<file path="config.mk">
export PLATFORM = sky130hd
export DESIGN_NAME = pidmc_cfg
export DESIGN_NICKNAME = d
export VERILOG_FILES = /design/src/sv/pidmc_pkg.sv /design/src/sv/pidmc_cfg.sv
export SDC_FILE = /design/constraint.sdc
export NUM_CORES = 1
export LEC_CHECK = 0
export BUFFER_PORTS_ARGS = -buffer_cell sky130_fd_sc_hd__clkbuf_2
export CAP_MARGIN = 40
export CORE_UTILIZATION = 35
export CTS_CLUSTER_SIZE = 12
export DETAILED_ROUTE_END_ITERATION = 10
export HOLD_SLACK_MARGIN = 0.15
export SYNTH_ARGS = -nofsm -noshare
export SYNTH_HDL_FRONTEND = slang
export SYNTH_SLANG_ARGS = --single-unit
</file>
<file path="constraint.sdc">
create_clock -name clk -period 1.6 [get_ports clk]
set_input_delay 0.32 -clock clk [delete_from_list [all_inputs] [get_ports clk]]
set_output_delay 0.32 -clock clk [all_outputs]
set_load 0.02 [all_outputs]
</file>
<file path="src/sv/pidmc_pkg.sv">
`timescale 1ns / 1ps
`default_nettype none

package pidmc_pkg;

  localparam int FRAC_BITS      = 8;
  localparam int GAIN_W         = 16;
  localparam int DUTY_W         = 8;
  localparam int CFG_INDEX_W    = 3;
  localparam int CFG_DATA_W     = GAIN_W;
  // integral term is held inside +/- PWM_LIMIT * 2^8, PWM_LIMIT at most 65535
  localparam int INTEG_W        = 25;
  // duty_right, dir_right, duty_left, dir_left padded to whole bytes
  localparam int OUT_FIELDS_W   = 2 * (DUTY_W + 1);
  localparam int OUT_TDATA_W    = ((OUT_FIELDS_W + 7) / 8) * 8;

  localparam int PWM_LIMIT_DEF  = 255;
  localparam int SPEED_BITS_DEF = 16;

  typedef enum logic [CFG_INDEX_W-1:0] {
    REG_PROP_GAIN_RIGHT  = 3'd0,
    REG_INTEG_GAIN_RIGHT = 3'd1,
    REG_DERIV_GAIN_RIGHT = 3'd2,
    REG_PROP_GAIN_LEFT   = 3'd3,
    REG_INTEG_GAIN_LEFT  = 3'd4,
    REG_DERIV_GAIN_LEFT  = 3'd5,
    REG_POLARITY_RIGHT   = 3'd6,
    REG_POLARITY_LEFT    = 3'd7
  } reg_index_t;

  typedef struct packed {
    logic [GAIN_W-1:0] prop_gain;
    logic [GAIN_W-1:0] integ_gain;
    logic [GAIN_W-1:0] deriv_gain;
    logic              polarity;
  } lane_cfg_t;

  // load enables of the three pipeline stages
  typedef struct packed {
    logic ld_err;
    logic ld_prod;
    logic ld_out;
  } pipe_ctl_t;

endpackage

`default_nettype wire

</file>
<file path="src/sv/pidmc_cfg.sv">
`timescale 1ns / 1ps
`default_nettype none

module pidmc_cfg (
  input  wire logic                               clk,
  input  wire logic                               rst,
  input  wire logic                               wr_en,
  input  wire logic [pidmc_pkg::CFG_INDEX_W-1:0]  wr_index,
  input  wire logic [pidmc_pkg::CFG_DATA_W-1:0]   wr_data,
  output pidmc_pkg::lane_cfg_t                    cfg_right,
  output pidmc_pkg::lane_cfg_t                    cfg_left
);

  pidmc_pkg::reg_index_t idx;

  assign idx = pidmc_pkg::reg_index_t'(wr_index);

  always_ff @(posedge clk) begin
    if (rst) begin
      cfg_right <= '{prop_gain: '0, integ_gain: '0, deriv_gain: '0, polarity: 1'b1};
      cfg_left  <= '{prop_gain: '0, integ_gain: '0, deriv_gain: '0, polarity: 1'b1};
    end else if (wr_en) begin
      case (idx)
        pidmc_pkg::REG_PROP_GAIN_RIGHT:  cfg_right.prop_gain  <= wr_data;
        pidmc_pkg::REG_INTEG_GAIN_RIGHT: cfg_right.integ_gain <= wr_data;
        pidmc_pkg::REG_DERIV_GAIN_RIGHT: cfg_right.deriv_gain <= wr_data;
        pidmc_pkg::REG_PROP_GAIN_LEFT:   cfg_left.prop_gain   <= wr_data;
        pidmc_pkg::REG_INTEG_GAIN_LEFT:  cfg_left.integ_gain  <= wr_data;
        pidmc_pkg::REG_DERIV_GAIN_LEFT:  cfg_left.deriv_gain  <= wr_data;
        pidmc_pkg::REG_POLARITY_RIGHT:   cfg_right.polarity   <= wr_data[0];
        pidmc_pkg::REG_POLARITY_LEFT:    cfg_left.polarity    <= wr_data[0];
        default: ;
      endcase
    end
  end

endmodule

`default_nettype wire

</file>
==> results.toml <==
[floorplan]
core_mm2 = 0.0105
die_h_um = 107
start_util_pct = 36.7
die_area_mm2 = 0.0115
pin_count = 120
die_w_um = 107
rows = 37

[cts]
cts_buffer_depth = 2
clk_pin_slew_ns = 0.11
ctsRootBufferMaster = "clkbuf_8"
tritoncts = "built"
clock_sinks = 98
htreeDepth = 3
cts_setup_buffers = 0
cts_buffers = 9
postCtsResizedCells = 0
clock_latency_ns = 0.36
cts_hold_buf = 0

[drt]
drtIter0Drc = 101
via_per_inst = 4.56
dr.pass1.iters = 4
drcViolationCount = 0
drt-total-wl_mm = 9.01
ant_nets = 0
wl_per_cell_um = 15.1
dr_total_vias = 2729

[global_routing]
antenna_found_initial = 0
grt_usage_pct = 16.4
grt_remaining_overflow = 0
grt_pass1_vias = 2723
grt_pass1_wl_mm = 14.3
grt_max_degree = 60

[cells_and_area]
syn2layout_area_growth_pct = 25.1
instances_no_fill = 598
drive_gt1_share_pct = 31.0
fin_util_pct = 46.0
final_nets = 479
final_cell_mix = "119 x clkbuf_2, 112 x nand2b_1, 98 x mux2i_1, 98 x dfxtp_1, 9 x clkbuf_8"
mostFrequentLayoutCell = "clkbuf_2"
diodes = 0

[timing]
slew_viol_final = 0
post-route-period-util_pct = 77.2
finalHoldViolCount = 0
slew_headroom_pct = 77.7
setup_tns_ns = 0
max_freq_ghz = 0.810
min_period_ns = 1.24
setup_viol = 0
skew_ns = 0
worst_slew_pin_slew_ns = 0.335
rsz0062_at_grt = "false"

[min_path]
hold_depth = 3
hold_class = "primary input to flip-flop"

[power_and_ir_drop]
swShare_pct = 24.9
cellPowerDensity_mw_per_mm2 = 980
p_clk_share_pct = 38.2
ir_drop_mv = 0.484
p_leak_nw = 2.50
seq_power_share_pct = 53.2
intPower_mw = 3.56
switching_power_mw = 1.18
combPwrFrac_pct = 8.6

[logic_synthesis]
seq_area_frac_synth_pct = 50.8
synth.net_count = 365
yosysWarnings = 0
netlist_instances = 343
syn_avg_cell_area_um2 = 11.3
ys_ff_latch = 98
synth_cell_type_count = 14
syn_area_mm2 = 0.00386

[critical_path]
path_buf_inv = 1
crit_path_start_kind = "flip-flop"
cp.arrival_ns = 0.92
endpoint_kind = "primary output"
crit_chain = "clkbuf_2"
cp.depth = 1
critPathRequiredTime_ns = 1.28
crit_path_max_fanout = 2
worst_path_max_delay_cell = "dfxtp_1"
worstSetupPathType = "flip-flop to primary output"
crit_path_max_incr_delay_ns = 0.38
cpLargestDelayFamily = "flip-flops"
ff2ff_path_depth = 2

[placed_design]
place_hpwl_mm = 6.39
place.gp.congestion = 0.785
port_buffers = 119
dp.cells = 582

[status]
status = "complete, no violations"

[run]
drv_cap = 0
[power groups by stage]
stage	clock (mW)	combinational, mW	sequential (mW)
final	1.81	0.407	2.52
after global routing	1.97	0.437	2.53
after CTS	1.84	0.413	2.52
after detailed placement	0	0.411	2.58
after global placement	0	0.404	2.58
after floorplan	0	0.195	2.64
[flip-flops by register name, summed over array words and instances, names as in the netlist]
register   cells
cfg_left      49
cfg_right     49
[routing by layer]
metal	part of all wire (%)	vias up	global-route usage, %
met4	1.6	0	6.46
met5	0	-	0
met2	45	61	25.6
met1	49	1287	22.2
met3	4.0	12	3.10
li1	-	1369	-
[path summary, 6_finish.rpt]
check                                          startpoint                   endpoint  slack (ns)
worst max register to register  cfg_left[47]$_SDFFE_PP0P_  cfg_left[47]$_SDFFE_PP0P_        0.94
worst min-delay path                           wr_data[0]   cfg_left[0]$_SDFFE_PP1P_        0.25
worst max-delay path            cfg_left[47]$_SDFFE_PP0P_               cfg_left[47]        0.36
worst min register to register   cfg_left[9]$_SDFFE_PP0P_   cfg_left[9]$_SDFFE_PP0P_        0.48
[logic make-up (layout without fill, tap and decap cells)]
logic type / after synthesis / after routing / synth area share (%)
flip-flops: 98 / 98 / 50.8
buffers and inverters: 24 / 143 / 3.34
AND/OR/NAND/NOR: 123 / 123 / 20.4
multiplexers: 98 / 98 / 25.4
[stage by stage]
| step | area (µm²) | power, mW | setup slack, ns | hold WS, ns |
|---|---|---|---|---|
| 6_report | 4830 | 4.73 | 0.365 | 0.246 |
| 5_1_grt | 4830 | 4.94 | 0.310 | 0.233 |
| 4_1_cts | 4830 | 4.78 | 0.352 | 0.237 |
| 3_5_place_dp | 4610 | 2.99 | 0.101 | 0.459 |
| 3_3_place_gp | 4610 | 2.98 | 0.130 | 0.461 |
| 2_1_floorplan | 3860 | 2.84 | 0.229 | 0.491 |
[cell type report]
| type | instances | area (µm²) |
|---|---|---|
| Sequential cell | 98 | 1960 |
| Tap cell | 136 | 170 |
| Multi-Input combinational cell | 221 | 1770 |
| Clock buffer | 9 | 124 |
| Clock inverter | 7 | 98.8 |
| Fill cell | 993 | 5680 |
| Timing Repair Buffer | 127 | 706 |
[synthesized netlist by cell type]
cell | n | area (µm²)
nand4_1 | 1 | 6.26
nand4b_1 | 3 | 26.3
clkbuf_1 | 12 | 45.0
mux2i_1 | 98 | 981
nand4bb_1 | 2 | 22.5
dfxtp_1 | 98 | 1960
and4bb_1 | 1 | 12.5
buf_2 | 9 | 45.0
nand2b_1 | 112 | 701
buf_4 | 1 | 7.51
buf_12 | 1 | 20.0
nor2_1 | 3 | 11.3
or4b_1 | 1 | 10.0
buf_6 | 1 | 11.3
[worst min-delay path: stages]
cell and delay [ns]:
clkbuf_2 0.09, nor2_1 0.05, mux2i_1 0.11
No activity file was read; power rests on OpenSTA's default activity.
