**config.mk**
```make
export PLATFORM = sky130hd
export DESIGN_NAME = pidmc_lane
export DESIGN_NICKNAME = d
export VERILOG_FILES = /design/src/sv/pidmc_pkg.sv /design/src/sv/pidmc_lane.sv
export SDC_FILE = /design/constraint.sdc
export NUM_CORES = 2
export LEC_CHECK = 0
export ABC_CLOCK_PERIOD_IN_PS = 8850
export BUFFER_PORTS_ARGS = -buffer_cell sky130_fd_sc_hd__buf_2
export CORE_MARGIN = 1.5
export CORE_UTILIZATION = 30
export DETAILED_ROUTE_END_ITERATION = 8
export GPL_TIMING_DRIVEN = 0
export PLACE_DENSITY = 0.47
export REMOVE_ABC_BUFFERS = 1
export SETUP_SLACK_MARGIN = 0.15
export SLEW_MARGIN = 25
export SYNTH_ARGS = -nofsm -noshare
export SYNTH_HDL_FRONTEND = slang
export SYNTH_SLANG_ARGS = --single-unit
```
**constraint.sdc**
```tcl
create_clock -name clk -period 8.85 [get_ports clk]
set_input_delay 2.655 -clock clk [delete_from_list [all_inputs] [get_ports clk]]
set_output_delay 2.655 -clock clk [all_outputs]
set_load 0.05 [all_outputs]
```
**src/sv/pidmc_pkg.sv**
```systemverilog
`timescale 1ns / 1ps
`default_nettype none

package pidmc_pkg;

  localparam int FRAC_BITS      = 8;
  localparam int GAIN_W         = 16;
  localparam int DUTY_W         = 8;
  localparam int CFG_INDEX_W    = 3;
  localparam int CFG_DATA_W     = GAIN_W;
  // integral term is held inside +/- PWM_LIMIT * 2^8, PWM_LIMIT at most 65535
  localparam int INTEG_W        = 25;
  // duty_right, dir_right, duty_left, dir_left padded to whole bytes
  localparam int OUT_FIELDS_W   = 2 * (DUTY_W + 1);
  localparam int OUT_TDATA_W    = ((OUT_FIELDS_W + 7) / 8) * 8;

  localparam int PWM_LIMIT_DEF  = 255;
  localparam int SPEED_BITS_DEF = 16;

  typedef enum logic [CFG_INDEX_W-1:0] {
    REG_PROP_GAIN_RIGHT  = 3'd0,
    REG_INTEG_GAIN_RIGHT = 3'd1,
    REG_DERIV_GAIN_RIGHT = 3'd2,
    REG_PROP_GAIN_LEFT   = 3'd3,
    REG_INTEG_GAIN_LEFT  = 3'd4,
    REG_DERIV_GAIN_LEFT  = 3'd5,
    REG_POLARITY_RIGHT   = 3'd6,
    REG_POLARITY_LEFT    = 3'd7
  } reg_index_t;

  typedef struct packed {
    logic [GAIN_W-1:0] prop_gain;
    logic [GAIN_W-1:0] integ_gain;
    logic [GAIN_W-1:0] deriv_gain;
    logic              polarity;
  } lane_cfg_t;

  // load enables of the three pipeline stages
  typedef struct packed {
    logic ld_err;
    logic ld_prod;
    logic ld_out;
  } pipe_ctl_t;

endpackage

`default_nettype wire

```
**src/sv/pidmc_lane.sv**
```systemverilog
`timescale 1ns / 1ps
`default_nettype none

module pidmc_lane #(
  parameter int PWM_LIMIT  = pidmc_pkg::PWM_LIMIT_DEF,
  parameter int SPEED_BITS = pidmc_pkg::SPEED_BITS_DEF
) (
  input  wire logic                                  clk,
  input  wire logic                                  rst,
  input  wire pidmc_pkg::pipe_ctl_t                  ctl,
  input  wire pidmc_pkg::lane_cfg_t                  cfg,
  input  wire logic signed [SPEED_BITS-1:0]          target,
  input  wire logic signed [SPEED_BITS-1:0]          measured,
  output logic [pidmc_pkg::DUTY_W-1:0]               duty,
  output logic                                       dir
);

  localparam int EW   = SPEED_BITS + 1;   // error
  localparam int DW   = SPEED_BITS + 2;   // error difference
  localparam int GW   = pidmc_pkg::GAIN_W + 1;
  localparam int PW   = EW + GW;
  localparam int DPW  = DW + GW;
  localparam int AW   = SPEED_BITS + 21;  // room for the sum of three terms
  localparam int FB   = pidmc_pkg::FRAC_BITS;
  localparam int IW   = pidmc_pkg::INTEG_W;
  localparam int DUW  = pidmc_pkg::DUTY_W;
  localparam longint LIM_VAL = longint'(PWM_LIMIT) * (longint'(1) << FB);
  localparam logic signed [AW-1:0] LIM     = AW'(LIM_VAL);
  localparam logic signed [AW-1:0] NEG_LIM = -LIM;

  function automatic logic signed [AW-1:0] clamp_lim(input logic signed [AW-1:0] x);
    logic signed [AW-1:0] r;
    if (x > LIM) r = LIM;
    else if (x < NEG_LIM) r = NEG_LIM;
    else r = x;
    return r;
  endfunction

  // stage 1: error
  logic signed [EW-1:0]  err_q;
  // stage 2: products
  logic signed [EW-1:0]  last_err;
  logic signed [DW-1:0]  diff;
  logic signed [PW-1:0]  p_prod;
  logic signed [PW-1:0]  i_prod;
  logic signed [DPW-1:0] d_prod;
  // stage 3: accumulate and clamp
  logic signed [IW-1:0]  integ;
  logic signed [AW-1:0]  integ_next;
  logic signed [AW-1:0]  sum;
  logic signed [AW-1:0]  mag;
  logic                  neg;

  always_ff @(posedge clk) begin
    if (ctl.ld_err) begin
      err_q <= {target[SPEED_BITS-1], target} - {measured[SPEED_BITS-1], measured};
    end
  end

  assign diff = {err_q[EW-1], err_q} - {last_err[EW-1], last_err};

  always_ff @(posedge clk) begin
    if (ctl.ld_prod) begin
      p_prod <= err_q * $signed({1'b0, cfg.prop_gain});
      i_prod <= err_q * $signed({1'b0, cfg.integ_gain});
      d_prod <= diff * $signed({1'b0, cfg.deriv_gain});
    end
  end

  always_ff @(posedge clk) begin
    if (rst) begin
      last_err <= '0;
    end else if (ctl.ld_prod) begin
      last_err <= err_q;
    end
  end

  assign integ_next = clamp_lim(AW'(integ) + AW'(i_prod));
  assign sum        = clamp_lim(AW'(p_prod) + integ_next + AW'(d_prod));
  assign neg        = sum[AW-1];
  assign mag        = neg ? -sum : sum;

  always_ff @(posedge clk) begin
    if (rst) begin
      integ <= '0;
    end else if (ctl.ld_out) begin
      integ <= integ_next[IW-1:0];
    end
  end

  always_ff @(posedge clk) begin
    if (ctl.ld_out) begin
      dir <= neg ? ~cfg.polarity : cfg.polarity;
      // duty saturates at full scale when the limit is above it
      if (mag[AW-1:FB+DUW] != '0) duty <= '1;
      else duty <= mag[FB+DUW-1:FB];
    end
  end

endmodule

`default_nettype wire

```
==> impl_metrics.env <==
export IMPL_grt_max_degree=74
export IMPL_yosys_warnings=0
export IMPL_netlist_area_um2=44000
export IMPL_rr_worst_depth=38
export IMPL_timing_hold_violations_final=0
export IMPL_critPathCaptureType="register"
export IMPL_utilization_pct=34.14
export IMPL_ios=95
export IMPL_wire_per_inst_um=16.55
export IMPL_vias=31630
export IMPL_mostFrequentLayoutCells="1,073 x inv_1, 881 x fa_1, 554 x nand2_1"
export IMPL_cts_made_buffers=17
export IMPL_synth_compound_area_share_pct=8.548
export IMPL_yosys_area_share_simple_pct=15.16
export IMPL_setup_viol=4
export IMPL_synthArstFlopShare_pct=0
export IMPL_dieWidth_um=386.0
export IMPL_violations="setup timing"
export IMPL_tightestPinTransition_ns=0.9825
export IMPL_fin_crit_sh_pct=104.3
export IMPL_drt_iter0_drc=1253
export IMPL_htreeDepth=4
export IMPL_grt_pass1_vias=34000
export IMPL_synth_mux_area_share_pct=0.4095
export IMPL_cts_buffer_depth=2
export IMPL_hold_depth=2
export IMPL_synth_top_cell_by_area="fa_1"
export IMPL_num_fill_cells=14960
export IMPL_worst_slack_ns=-0.3849
export IMPL_worst_ep_arrival_time_ns=9.47
export IMPL_yosys_area_share_xor_xnor_pct=3.301
export IMPL_crit_slowest_cell="fa_1"
export IMPL_finClkSkew_ns=0.02329
export IMPL_clkTransAtPathRegs_ns=0.08
export IMPL_viasPerCell=4.657
export IMPL_maxCapViolCount=0
export IMPL_drc=0
export IMPL_max_slew_margin_rel_pct=34.50
export IMPL_rr_endpoint="d_prod[34]$_DFFE_PP_"
export IMPL_synth_top_area_share_pct=40.49
export IMPL_rsz0062_at_grt="true"
export IMPL_post_dp_hpwl_um=94060
export IMPL_setup_worst_path_class="reg2reg"
export IMPL_synthTopCellsByArea="fa_1 40%, ha_1 10%, inv_1 9.2%"
export IMPL_finalMaxSlewViolations=0
export IMPL_synthAdderAreaFrac_pct=50.90
export IMPL_syn_avg_cell_area_um2=9.194
export IMPL_dp_slack_ns=-2.285
export IMPL_groute_usage_overall_pct=15.83
export IMPL_final_common_cell="inv_1"
export IMPL_synth_cell_types=88
export IMPL_cts_tree="done"
export IMPL_status="complete, but fails checks"
export IMPL_dieArea_um2=149000
export IMPL_synth_edf_count=129
export IMPL_place_inst=6654
export IMPL_clkLatencyLatePin_ns=0.50
export IMPL_hold_class="reg2reg"
export IMPL_worstPathMaxFanout=5
export IMPL_crit_required_ns=9.08
export IMPL_drive_above_1_share_pct=10.14
export IMPL_slowest_delay_ns=0.57
export IMPL_die_height_um=386.0
export IMPL_port_buffers=94
export IMPL_area_growth_pct=12.95
export IMPL_synthFlopType="edfxtp_1"
export IMPL_layout_nets=6202
export IMPL_ys_seq_area_share_pct=10.71
export IMPL_grt_pass1_wl_um=186500
export IMPL_ctsHoldBuffers=0
export IMPL_wl_um=112400
export IMPL_clockRootBuffer="clkbuf_16"
export IMPL_netlist_instances=4786
export IMPL_antenna_found_initial=6
export IMPL_row_count=140
export IMPL_ff2ff_setup_slack_ns=-0.38
export IMPL_synth_top_family_by_area="adder cells"
export IMPL_crit_end="d_prod[34]$_DFFE_PP_"
export IMPL_antenna_left=0
export IMPL_core_area_um2=145600
export IMPL_grt_overflow=0
export IMPL_clock_fmax_mhz=108.3
export IMPL_startpoint_type="register"
export IMPL_start_util_pct=30.23
export IMPL_period_minus_slack_ns=9.235
export IMPL_cts_sinks=171
export IMPL_routabilityCongestion=0.8032
export IMPL_fin_cells=6791
export IMPL_ys_ff_latch=171
export IMPL_first_pass_iters=5
export IMPL_r2r_start="err_q[0]$_DFFE_PP_"
export IMPL_cp_startpoint="err_q[0]$_DFFE_PP_"
-- cell families after synthesis --
kind of cell,after synthesis
xor+xnor,165
buf+inv,1277
mux,18
fa+ha+maj,1256
flops,171
compound gates,540
simple gates,1359
-- metal layers --
metal  part of all wire [%]  GRT usage [%]
met1                     48          22.03
met4                    1.5          2.810
met3                    3.0          1.701
met5                  0.050              0
met2                     48          26.69
-- synthesized netlist by cell type (all sizes together), types with 9 or more instances --
master and count:
fa 890, o31ai 10, inv 1084, xnor2 111
o21bai 17, nand2b 25, edfxtp 129, or3 19
dfxtp 42, nor2 157, a21oi 131, buf 12
ha 366, nor3 50, a41oi 14, a31oi 10
a21boi 15, a21o 67, clkbuf 180, nand2 558
o21ai 96, a41o 10, nor4 12, o211ai 9
xor2 54, a211oi 24, o32ai 14, nand4 19
and3 37, and2 348, o21a 31, nand3 45
nor2b 45, or2 15, mux2i 18
-- registers in the layout (all words and copies together) (netlist names) --
signal    flops
d_prod       35
dir           1
duty          8
err_q        17
i_prod       34
integ        25
last_err     17
p_prod       34
-- cell type report --
type / count / area, µm² / share of cell area, %
Antenna cell: 1 / 2.502 / 0.005035
Clock buffer: 18 / 429.2 / 0.8635
Clock inverter: 14 / 178.9 / 0.3600
Inverter: 1085 / 4094 / 8.237
Multi-Input combinational cell: 3338 / 35620 / 71.66
Sequential cell: 171 / 4715 / 9.486
Tap cell: 1917 / 2399 / 4.826
Timing Repair Buffer: 247 / 2265 / 4.557
-- through the flow --
stage | setup TNS, ns | area, µm² | hold WS (ns)
3_3_place_gp | -98.03 | 46120 | 0.4684
4_1_cts | -0.4917 | 48810 | 0.4893
2_1_floorplan | -3.700 | 43250 | 0.4541
5_1_grt | -3.141 | 49700 | 0.5061
3_5_place_dp | -46.17 | 47020 | 0.4778
6_report | -0.8176 | 49700 | 0.4853
-- critical path: cells and delay by family (launching register included) --
kind | cells | cell delay, ns
AND/OR/NAND/NOR | 2 | 0.19
buffers and inverters | 9 | 0.88
adder cells (fa/ha/maj) | 9 | 3.66
flip-flops | 1 | 0.47
XOR/XNOR | 1 | 0.14
AO/OA/AOI/OAI | 17 | 3.60
-- worst min path at each step --
stage	start	end	slack, ns
after global routing	integ[23]$_SDFFE_PP0P_	integ[23]$_SDFFE_PP0P_	0.51
after global placement	integ[0]$_SDFFE_PP0P_	integ[0]$_SDFFE_PP0P_	0.47
final	integ[7]$_SDFFE_PP0P_	integ[7]$_SDFFE_PP0P_	0.49
after floorplan	integ[0]$_SDFFE_PP0P_	integ[0]$_SDFFE_PP0P_	0.45
after CTS	integ[7]$_SDFFE_PP0P_	integ[7]$_SDFFE_PP0P_	0.49
after detailed placement	integ[7]$_SDFFE_PP0P_	integ[7]$_SDFFE_PP0P_	0.48
-- what timing repair did --
action	in CTS	in global routing
setup endpoints to repair	36	33
resized for setup	126	161
pin swaps	59	59
setup buffers	82	21
Power is not shown: default switching activity piles up to over one toggle a cycle in this logic, so the estimate is an artifact.
